## src/rty_pkg.sv

```systemverilog
// constants, types and arithmetic helpers shared by the rgb to yuv pixel writer
package rty_pkg;

  // configuration register indexes
  typedef enum logic [1:0] {
    CfgLineWidth  = 2'd0,
    CfgPackMode   = 2'd1,
    CfgBufferBase = 2'd2
  } cfg_reg_e;

  // packing phase of a 4:1:1 word
  typedef enum logic [1:0] {
    PhaseVyyy = 2'd0,
    PhaseUyvy = 2'd1,
    PhaseYyuy = 2'd2
  } phase_e;

  localparam logic [9:0]  LineWidthReset  = 10'd720;
  localparam logic        PackModeReset   = 1'b0;
  localparam logic [31:0] BufferBaseReset = 32'h4480_0000;

  localparam logic PackMode422 = 1'b0;
  localparam logic PackMode411 = 1'b1;

  localparam int IdxW = 21;   // pixel index, up to 1023 * 1023 + 1023
  localparam int OffW = 22;   // byte offset into the buffer
  localparam int SumW = 20;   // signed weighted colour sum

  localparam logic signed [11:0] KYR = 12'sd217;
  localparam logic signed [11:0] KYG = 12'sd732;
  localparam logic signed [11:0] KYB = 12'sd73;
  localparam logic signed [11:0] KUR = -12'sd117;
  localparam logic signed [11:0] KUG = -12'sd394;
  localparam logic signed [11:0] KUB = 12'sd512;
  localparam logic signed [11:0] KVR = 12'sd512;
  localparam logic signed [11:0] KVG = -12'sd465;
  localparam logic signed [11:0] KVB = -12'sd46;

  localparam logic signed [9:0] LumaMin   = 10'sd0;
  localparam logic signed [9:0] LumaMax   = 10'sd255;
  localparam logic signed [9:0] ChromaMin = -10'sd128;
  localparam logic signed [9:0] ChromaMax = 10'sd127;

  localparam logic signed [SumW-1:0] RoundBias = 20'sd1023;

  function automatic logic signed [SumW-1:0] wsum(
    logic [7:0] r, logic [7:0] g, logic [7:0] b,
    logic signed [11:0] kr, logic signed [11:0] kg, logic signed [11:0] kb
  );
    logic signed [SumW-1:0] sr, sg, sb;
    sr = $signed({12'b0, r});
    sg = $signed({12'b0, g});
    sb = $signed({12'b0, b});
    return sr * SumW'(kr) + sg * SumW'(kg) + sb * SumW'(kb);
  endfunction

  // divide by 1024 truncating toward zero, then clamp to lo..hi
  function automatic logic [7:0] scale_clamp(
    logic signed [SumW-1:0] s, logic signed [9:0] lo, logic signed [9:0] hi
  );
    logic signed [SumW-1:0] t;
    logic signed [9:0]      q;
    logic signed [9:0]      c;
    t = (s < 0) ? s + RoundBias : s;
    q = t[SumW-1:10];
    if (q < lo) begin
      c = lo;
    end else if (q > hi) begin
      c = hi;
    end else begin
      c = q;
    end
    return c[7:0];
  endfunction

  // word index mod 3, from base-4 digits since 4 is 1 mod 3
  function automatic phase_e word_phase(logic [29:0] w);
    logic [3:0] grp [5];
    logic [5:0] acc;
    logic [3:0] fold;
    phase_e     ph;
    for (int i = 0; i < 5; i++) begin
      grp[i] = 4'(w[6*i +: 2]) + 4'(w[6*i+2 +: 2]) + 4'(w[6*i+4 +: 2]);
    end
    acc = 6'(grp[0]) + 6'(grp[1]) + 6'(grp[2]) + 6'(grp[3]) + 6'(grp[4]);
    fold = 4'(acc[1:0]) + 4'(acc[3:2]) + 4'(acc[5:4]);
    if (fold inside {4'd0, 4'd3, 4'd6, 4'd9}) begin
      ph = PhaseVyyy;
    end else if (fold inside {4'd1, 4'd4, 4'd7}) begin
      ph = PhaseUyvy;
    end else begin
      ph = PhaseYyuy;
    end
    return ph;
  endfunction

endpackage

```

## src/rty_pix_if.sv

```systemverilog
// pixel input channel
interface rty_pix_if;
  logic       valid;
  logic       ready;
  logic [9:0] pixel_x;
  logic [9:0] pixel_y;
  logic [7:0] red;
  logic [7:0] green;
  logic [7:0] blue;

  modport source (output valid, pixel_x, pixel_y, red, green, blue, input ready);
  modport sink   (input valid, pixel_x, pixel_y, red, green, blue, output ready);
endinterface

```

## src/rty_res_if.sv

```systemverilog
// result channel: store address and packed word
interface rty_res_if;
  logic        valid;
  logic        ready;
  logic [31:0] byte_address;
  logic [31:0] packed_word;

  modport source (output valid, byte_address, packed_word, input ready);
  modport sink   (input valid, byte_address, packed_word, output ready);
endinterface

```

## src/rty_cfg_if.sv

```systemverilog
// configuration write channel
interface rty_cfg_if;
  logic        valid;
  logic        ready;
  logic [1:0]  index;
  logic [31:0] data;

  modport source (output valid, index, data, input ready);
  modport sink   (input valid, index, data, output ready);
endinterface

```

## src/rgb_to_yuv_pixel_writer_top.sv

```systemverilog
// rgb to yuv pixel writer: three-stage pipeline from pixel to frame buffer store
//
//  channel  dir  handshake     word
//  pix_i    in   valid/ready   pixel_x, pixel_y, red, green, blue
//  res_o    out  valid/ready   byte_address, packed_word
//  cfg_i    in   valid/ready   index, data (ready always high)
//
// one pixel per clock sustained while res_o is ready; each result passes the stage 1, 2 and 3 registers
// stage 1: pixel index multiply and colour weighted sums
// stage 2: buffer offset and base add, divide and clamp of y, u, v
// stage 3 (output register): 4:1:1 phase from word address mod 3 and byte packing
// reset brings configuration registers to their defaults and empties the pipe
// a stall at the output holds each full stage; empty stages still fill
module rgb_to_yuv_pixel_writer_top (
  input  logic      clk_i,
  input  logic      rst_ni,
  rty_pix_if.sink   pix_i,
  rty_res_if.source res_o,
  rty_cfg_if.sink   cfg_i
);

  // configuration registers
  logic [9:0]  line_width_q;
  logic        pack_mode_q;
  logic [31:0] buffer_base_q;

  assign cfg_i.ready = 1'b1;

  always_ff @(posedge clk_i or negedge rst_ni) begin
    if (!rst_ni) begin
      line_width_q  <= rty_pkg::LineWidthReset;
      pack_mode_q   <= rty_pkg::PackModeReset;
      buffer_base_q <= rty_pkg::BufferBaseReset;
    end else if (cfg_i.valid) begin
      case (cfg_i.index)
        rty_pkg::CfgLineWidth:  line_width_q  <= cfg_i.data[9:0];
        rty_pkg::CfgPackMode:   pack_mode_q   <= cfg_i.data[0];
        rty_pkg::CfgBufferBase: buffer_base_q <= cfg_i.data;
        default: ;
      endcase
    end
  end

  // stage handshake
  logic vld1_q, vld2_q, vld3_q;
  logic rdy1, rdy2, rdy3;

  assign rdy3 = !vld3_q || res_o.ready;
  assign rdy2 = !vld2_q || rdy3;
  assign rdy1 = !vld1_q || rdy2;
  assign pix_i.ready = rdy1;

  always_ff @(posedge clk_i or negedge rst_ni) begin
    if (!rst_ni) begin
      vld1_q <= 1'b0;
      vld2_q <= 1'b0;
      vld3_q <= 1'b0;
    end else begin
      if (rdy1) begin
        vld1_q <= pix_i.valid;
      end
      if (rdy2) begin
        vld2_q <= vld1_q;
      end
      if (rdy3) begin
        vld3_q <= vld2_q;
      end
    end
  end

  // stage 1
  logic [rty_pkg::IdxW-1:0]        idx1_d, idx1_q;
  logic signed [rty_pkg::SumW-1:0] ysum1_d, usum1_d, vsum1_d;
  logic signed [rty_pkg::SumW-1:0] ysum1_q, usum1_q, vsum1_q;
  logic                            mode1_q;

  always_comb begin
    idx1_d = rty_pkg::IdxW'(pix_i.pixel_y) * rty_pkg::IdxW'(line_width_q)
           + rty_pkg::IdxW'(pix_i.pixel_x);
    ysum1_d = rty_pkg::wsum(pix_i.red, pix_i.green, pix_i.blue,
                            rty_pkg::KYR, rty_pkg::KYG, rty_pkg::KYB);
    usum1_d = rty_pkg::wsum(pix_i.red, pix_i.green, pix_i.blue,
                            rty_pkg::KUR, rty_pkg::KUG, rty_pkg::KUB);
    vsum1_d = rty_pkg::wsum(pix_i.red, pix_i.green, pix_i.blue,
                            rty_pkg::KVR, rty_pkg::KVG, rty_pkg::KVB);
  end

  always_ff @(posedge clk_i) begin
    if (rdy1 && pix_i.valid) begin
      idx1_q  <= idx1_d;
      ysum1_q <= ysum1_d;
      usum1_q <= usum1_d;
      vsum1_q <= vsum1_d;
      mode1_q <= pack_mode_q;
    end
  end

  // stage 2
  logic [rty_pkg::OffW-1:0] off2;
  logic [31:0]              addr2_d, addr2_q;
  logic [7:0]               luma2_q, cb2_q, cr2_q;
  logic                     mode2_q;

  always_comb begin
    // 4:1:1 offset is index * 12 / 8, that is index + index / 2
    if (mode1_q == rty_pkg::PackMode411) begin
      off2 = rty_pkg::OffW'(idx1_q) + rty_pkg::OffW'(idx1_q[rty_pkg::IdxW-1:1]);
    end else begin
      off2 = {idx1_q, 1'b0};
    end
    addr2_d = buffer_base_q + 32'(off2);
  end

  always_ff @(posedge clk_i) begin
    if (rdy2 && vld1_q) begin
      addr2_q <= addr2_d;
      luma2_q <= rty_pkg::scale_clamp(ysum1_q, rty_pkg::LumaMin, rty_pkg::LumaMax);
      cb2_q   <= rty_pkg::scale_clamp(usum1_q, rty_pkg::ChromaMin, rty_pkg::ChromaMax);
      cr2_q   <= rty_pkg::scale_clamp(vsum1_q, rty_pkg::ChromaMin, rty_pkg::ChromaMax);
      mode2_q <= mode1_q;
    end
  end

  // stage 3
  rty_pkg::phase_e phase3;
  logic [31:0]     word3_d, word3_q, addr3_q;

  always_comb begin
    phase3 = rty_pkg::word_phase(addr2_q[31:2]);
    if (mode2_q == rty_pkg::PackMode422) begin
      word3_d = {luma2_q, cr2_q, luma2_q, cb2_q};
    end else begin
      case (phase3)
        rty_pkg::PhaseVyyy: word3_d = {luma2_q, luma2_q, luma2_q, cr2_q};
        rty_pkg::PhaseUyvy: word3_d = {luma2_q, cr2_q, luma2_q, cb2_q};
        default:            word3_d = {luma2_q, cb2_q, luma2_q, luma2_q};
      endcase
    end
  end

  always_ff @(posedge clk_i) begin
    if (rdy3 && vld2_q) begin
      addr3_q <= addr2_q;
      word3_q <= word3_d;
    end
  end

  assign res_o.valid        = vld3_q;
  assign res_o.byte_address = addr3_q;
  assign res_o.packed_word  = word3_q;

  // byte 1 and byte 3 carry luma in every packing
  a_luma_bytes: assert property (@(posedge clk_i) disable iff (!rst_ni)
    vld3_q |-> word3_q[15:8] == word3_q[31:24])
    else $error("luma bytes of result word differ");

  a_stage1_hold: assert property (@(posedge clk_i) disable iff (!rst_ni)
    vld1_q && !rdy2 |=> vld1_q)
    else $error("stage 1 word dropped during stall");

  a_empty_ready: assert property (@(posedge clk_i) disable iff (!rst_ni)
    !vld3_q |-> pix_i.ready)
    else $error("input stalled with empty output stage");

endmodule
```

## src/flat_wrapper.sv

```systemverilog
// flat-port wrapper written by rule: the top's interface ports become plain ports
module rgb_to_yuv_pixel_writer_top_flat 
  (clk_i, rst_ni, pix_i_valid, pix_i_pixel_x, pix_i_pixel_y, pix_i_red, pix_i_green, pix_i_blue, pix_i_ready, res_o_valid, res_o_byte_address, res_o_packed_word, res_o_ready, cfg_i_valid, cfg_i_index, cfg_i_data, cfg_i_ready);
  rty_pix_if pix_i_i ();
  rty_res_if res_o_i ();
  rty_cfg_if cfg_i_i ();
  input  logic clk_i;
  input  logic rst_ni;
  input wire logic [$bits(pix_i_i.valid)-1:0] pix_i_valid;
  input wire logic [$bits(pix_i_i.pixel_x)-1:0] pix_i_pixel_x;
  input wire logic [$bits(pix_i_i.pixel_y)-1:0] pix_i_pixel_y;
  input wire logic [$bits(pix_i_i.red)-1:0] pix_i_red;
  input wire logic [$bits(pix_i_i.green)-1:0] pix_i_green;
  input wire logic [$bits(pix_i_i.blue)-1:0] pix_i_blue;
  output wire logic [$bits(pix_i_i.ready)-1:0] pix_i_ready;
  output wire logic [$bits(res_o_i.valid)-1:0] res_o_valid;
  output wire logic [$bits(res_o_i.byte_address)-1:0] res_o_byte_address;
  output wire logic [$bits(res_o_i.packed_word)-1:0] res_o_packed_word;
  input wire logic [$bits(res_o_i.ready)-1:0] res_o_ready;
  input wire logic [$bits(cfg_i_i.valid)-1:0] cfg_i_valid;
  input wire logic [$bits(cfg_i_i.index)-1:0] cfg_i_index;
  input wire logic [$bits(cfg_i_i.data)-1:0] cfg_i_data;
  output wire logic [$bits(cfg_i_i.ready)-1:0] cfg_i_ready;
  assign pix_i_i.valid = pix_i_valid;
  assign pix_i_i.pixel_x = pix_i_pixel_x;
  assign pix_i_i.pixel_y = pix_i_pixel_y;
  assign pix_i_i.red = pix_i_red;
  assign pix_i_i.green = pix_i_green;
  assign pix_i_i.blue = pix_i_blue;
  assign pix_i_ready = pix_i_i.ready;
  assign res_o_valid = res_o_i.valid;
  assign res_o_byte_address = res_o_i.byte_address;
  assign res_o_packed_word = res_o_i.packed_word;
  assign res_o_i.ready = res_o_ready;
  assign cfg_i_i.valid = cfg_i_valid;
  assign cfg_i_i.index = cfg_i_index;
  assign cfg_i_i.data = cfg_i_data;
  assign cfg_i_ready = cfg_i_i.ready;
  rgb_to_yuv_pixel_writer_top u_core (.clk_i(clk_i), .rst_ni(rst_ni), .pix_i(pix_i_i), .res_o(res_o_i), .cfg_i(cfg_i_i));
endmodule
```

## config.mk

```make
export PLATFORM = sky130hd
export DESIGN_NAME = rgb_to_yuv_pixel_writer_top_flat
export DESIGN_NICKNAME = d
export VERILOG_FILES = /design/src/rty_pkg.sv /design/src/rty_pix_if.sv /design/src/rty_res_if.sv /design/src/rty_cfg_if.sv /design/src/rgb_to_yuv_pixel_writer_top.sv /design/src/flat_wrapper.sv
export SDC_FILE = /design/constraint.sdc
export NUM_CORES = 1
export LEC_CHECK = 0
export ABC_CLOCK_PERIOD_IN_PS = 8300
export BUFFER_PORTS_ARGS = -buffer_cell sky130_fd_sc_hd__buf_2
export CAP_MARGIN = 20
export CORE_MARGIN = 3
export CORE_UTILIZATION = 64
export DETAILED_ROUTE_END_ITERATION = 6
export GPL_ROUTABILITY_DRIVEN = 0
export PLACE_DENSITY = 0.83
export SLEW_MARGIN = 20
export SYNTH_ARGS = -nofsm -noshare
export SYNTH_HDL_FRONTEND = slang
export SYNTH_SLANG_ARGS = --single-unit
```

## constraint.sdc

```tcl
create_clock -name clk_i -period 8.3 [get_ports clk_i]
set_clock_uncertainty 0.1 [all_clocks]
set_input_delay 1.245 -clock clk_i [delete_from_list [all_inputs] [get_ports clk_i]]
set_output_delay 1.245 -clock clk_i [all_outputs]
set_load 0.02 [all_outputs]
```

==> results.py <==
metrics = {
    "sta": {
        "rsz0062_at_grt": "false",
        "slew_headroom_pct": 41.0,
        "maxSlewViolCount": 0,
        "worstMarginPinSlew_ns": 0.885,
        "setup_violations": 0,
        "finalSetupTns_ns": 0,
        "post-route-period-util_pct": 92.0,
        "finalHoldViolations": 0,
        "fin_crit_ns": 7.64,
        "clock.fmax_mhz": 131,
    },
    "cells_and_area": {
        "syn2layout_area_growth_pct": 7.90,
        "drive_gt1_share_pct": 11.3,
        "layout.nets": 3429,
        "diodes": 0,
    },
    "clock_network": {
        "cts_sinks": 230,
        "ctsRootBufferMaster": "clkbuf_16",
        "cts_buffers": 24,
        "cts_setup_buffers": 0,
        "cts.htree.levels": 1,
        "cts_tree": "done",
        "cts_resized": 0,
        "clk-insertion-delay-late_ns": 0.52,
        "cts_hold_buf": 0,
        "path_clk_slew_ns": 0.06,
        "cts_buffer_depth": 3,
    },
    "worst_hold_path": {
        "hold_class": "reg2reg",
    },
    "synth": {
        "syn_inst": 2524,
        "synth_edf_count": 184,
        "yosysMostFrequentCell": "ha_1",
        "async_flop_share_pct": 20.0,
        "synthMuxAreaShare_pct": 2.49,
        "avgSynthCellArea_um2": 10.4,
        "yosysUniqueCellTypes": 79,
        "synth_top_area_share_pct": 21.8,
        "synth-main-ff-cell": "edfxtp_1",
        "syn-num-nets": 3290,
        "yosys.area.top_type": "ha_1",
        "yosysSeqAreaShare_pct": 25.5,
        "yosysWarnings": 0,
        "yosys.area_share.simple_pct": 9.05,
        "synthTopCellsByCount": "ha_1 (457), inv_1 (430), fa_1 (226), edfxtp_1 (184), a21oi_1 (132)",
        "synth_xor_xnor_area_share_pct": 5.82,
        "synth_seq_cells": 230,
        "yosys-top-cells-area": "ha_1 (22%), edfxtp_1 (21%), fa_1 (17%)",
        "netlist_area_um2": 26200,
        "synth_top_family_by_area": "adder cells",
        "synth-compound-area-share_pct": 11.1,
        "synth_adder_area_share_pct": 39.1,
    },
    "floorplanning": {
        "io_pins": 150,
        "rows": 73,
        "die_area_um2": 43400,
        "fp.coreArea_um2": 40100,
        "die_h_um": 208,
        "dieWidth_um": 208,
        "initial_utilization_pct": 65.3,
    },
    "global_route": {
        "grt_overflow": 0,
        "grt_pass1_vias": 19633,
        "grt_pass1_wl_um": 94800,
        "antenna_found_initial": 0,
        "grt_usage_pct": 26.4,
        "grt_max_degree": 72,
    },
    "outcome": {
        "status": "finished, final reports clean",
    },
    "place": {
        "dp_hpwl_um": 47200,
        "io_buffers": 148,
    },
    "worst_setup_path": {
        "cpMaxStageDelayCell": "a21oi_1",
        "worst_path_most_repeated_cell": "fa_1",
        "path_max_fanout": 9,
        "crit_family": "adder cells",
        "worstPathArrival_ns": 7.75,
        "cp-end-kind": "flop",
        "worstPathCellList": "ha_1, inv_1, fa_1, fa_1, inv_1, fa_1, inv_1, fa_1, fa_1, inv_1, ha_1, fa_1, ha_1, fa_1, inv_1, fa_1, xnor2_1, o21ai_0, a21oi_1, nor2_1, a22oi_1, o21ai_0",
        "critPathBufInv": 5,
        "required_ns": 8.42,
        "startpoint_type": "flop",
        "critical_path_class": "reg2reg",
        "max_stage_delay_ns": 0.63,
    },
    "drt": {
        "drc_errors": 0,
        "ant_nets": 0,
        "first_pass_iters": 5,
        "via_per_inst": 5.82,
        "wire_per_inst_um": 17.7,
        "wl_um": 56700,
        "vias": 18653,
        "drtIter0Drc": 1254,
    },
    "job": {
        "drv_cap": 0,
    },
}
==> kinds of logic after synthesis <==
group                    count (synthesis)
adder cells (fa/ha/maj)                683
multiplexers                            58
flip-flops                             230
other                                    1
buffers and inverters                  472
AND/OR/NAND/NOR                        478
AO/OA/AOI/OAI                          428
XOR/XNOR                               174
==> final timing paths <==
path	from	to	slack, ns	cells after the start
worst max-delay path	u_core.addr2_q[2]	u_core.res_o.packed_word[19]	0.66	22
worst min-delay path	u_core.addr2_q[1]	u_core.res_o.byte_address[1]	0.32	0
worst max register to register	u_core.addr2_q[2]	u_core.res_o.packed_word[19]	0.66	22
worst min register to register	u_core.addr2_q[1]	u_core.res_o.byte_address[1]	0.32	0
max in group asynchronous	rst_ni	u_core.buffer_base_q[27]	6.93	2
min in group asynchronous	rst_ni	u_core.vld2_q	0.72	2
==> registers in the layout, indices dropped and copies added, names as in the netlist <==
name / flops
u_core.addr2_q: 32
u_core.buffer_base_q: 32
u_core.cb2_q: 8
u_core.cr2_q: 8
u_core.idx1_q: 21
u_core.line_width_q: 10
u_core.luma2_q: 8
u_core.mode1_q: 1
u_core.mode2_q: 1
u_core.pack_mode_q: 1
u_core.res_o.byte_address: 32
u_core.res_o.packed_word: 24
u_core.res_o.valid: 1
u_core.usum1_q: 20
u_core.vld1_q: 1
u_core.vld2_q: 1
u_core.vsum1_q: 20
u_core.ysum1_q: 9
==> per-layer routing <==
metal	GRT usage (%)	routed length [um]	part of all wire, %
met4	7.14	1630	2.9
met5	0	0	0
met2	44.9	26900	47
met1	35.2	24200	43
met3	4.39	4040	7.1
==> placed cells by master, fill, tap and decap left out, types with 11 or more instances in the layout <==
master / n
xnor2_1: 131
nand4_1: 13
nor2_1: 99
a211oi_1: 16
nand2b_1: 13
a31oi_1: 15
dfrtp_1: 39
mux2_2: 53
o21a_1: 21
clkbuf_16: 25
a21oi_1: 132
ha_1: 457
or2_2: 23
nor2b_1: 19
o21bai_1: 26
buf_2: 148
inv_1: 430
a221o_1: 11
o21ai_0: 55
nand2_1: 125
and2_1: 53
fa_1: 226
nor3_1: 39
xor2_1: 43
edfxtp_1: 184
and3_1: 18
a21o_1: 61
nand3_1: 37
==> through the flow <==
| stage | setup WS (ns) | std cells | util, % | hold WS (ns) | cell area, um^2 |
|---|---|---|---|---|---|
| 3_5_place_dp | 0.317 | 3162 | 68.4 | 0.305 | 27400 |
| 5_1_grt | 0.296 | 3206 | 70.4 | 0.328 | 28200 |
| 4_1_cts | 0.719 | 3206 | 70.4 | 0.319 | 28200 |
| 3_3_place_gp | 0.472 | 3162 | 68.4 | 0.307 | 27400 |
| 2_1_floorplan | 1.05 | 2524 | - | 0.300 | 26200 |
| 6_report | 0.664 | 3206 | 70.4 | 0.323 | 28200 |
==> area by class of cell <==
class,count,area (um^2)
multi-input combinational,1822,17700
timing repair buffer,155,793
clock buffer,32,672
clock inverter,12,133
tap,525,657
fill,2768,11900
inverter,430,1610
sequential,230,6690
Power is left out: the tool's default activity adds up to more than one toggle a clock period on the data nets, which glitch-free logic cannot reach.
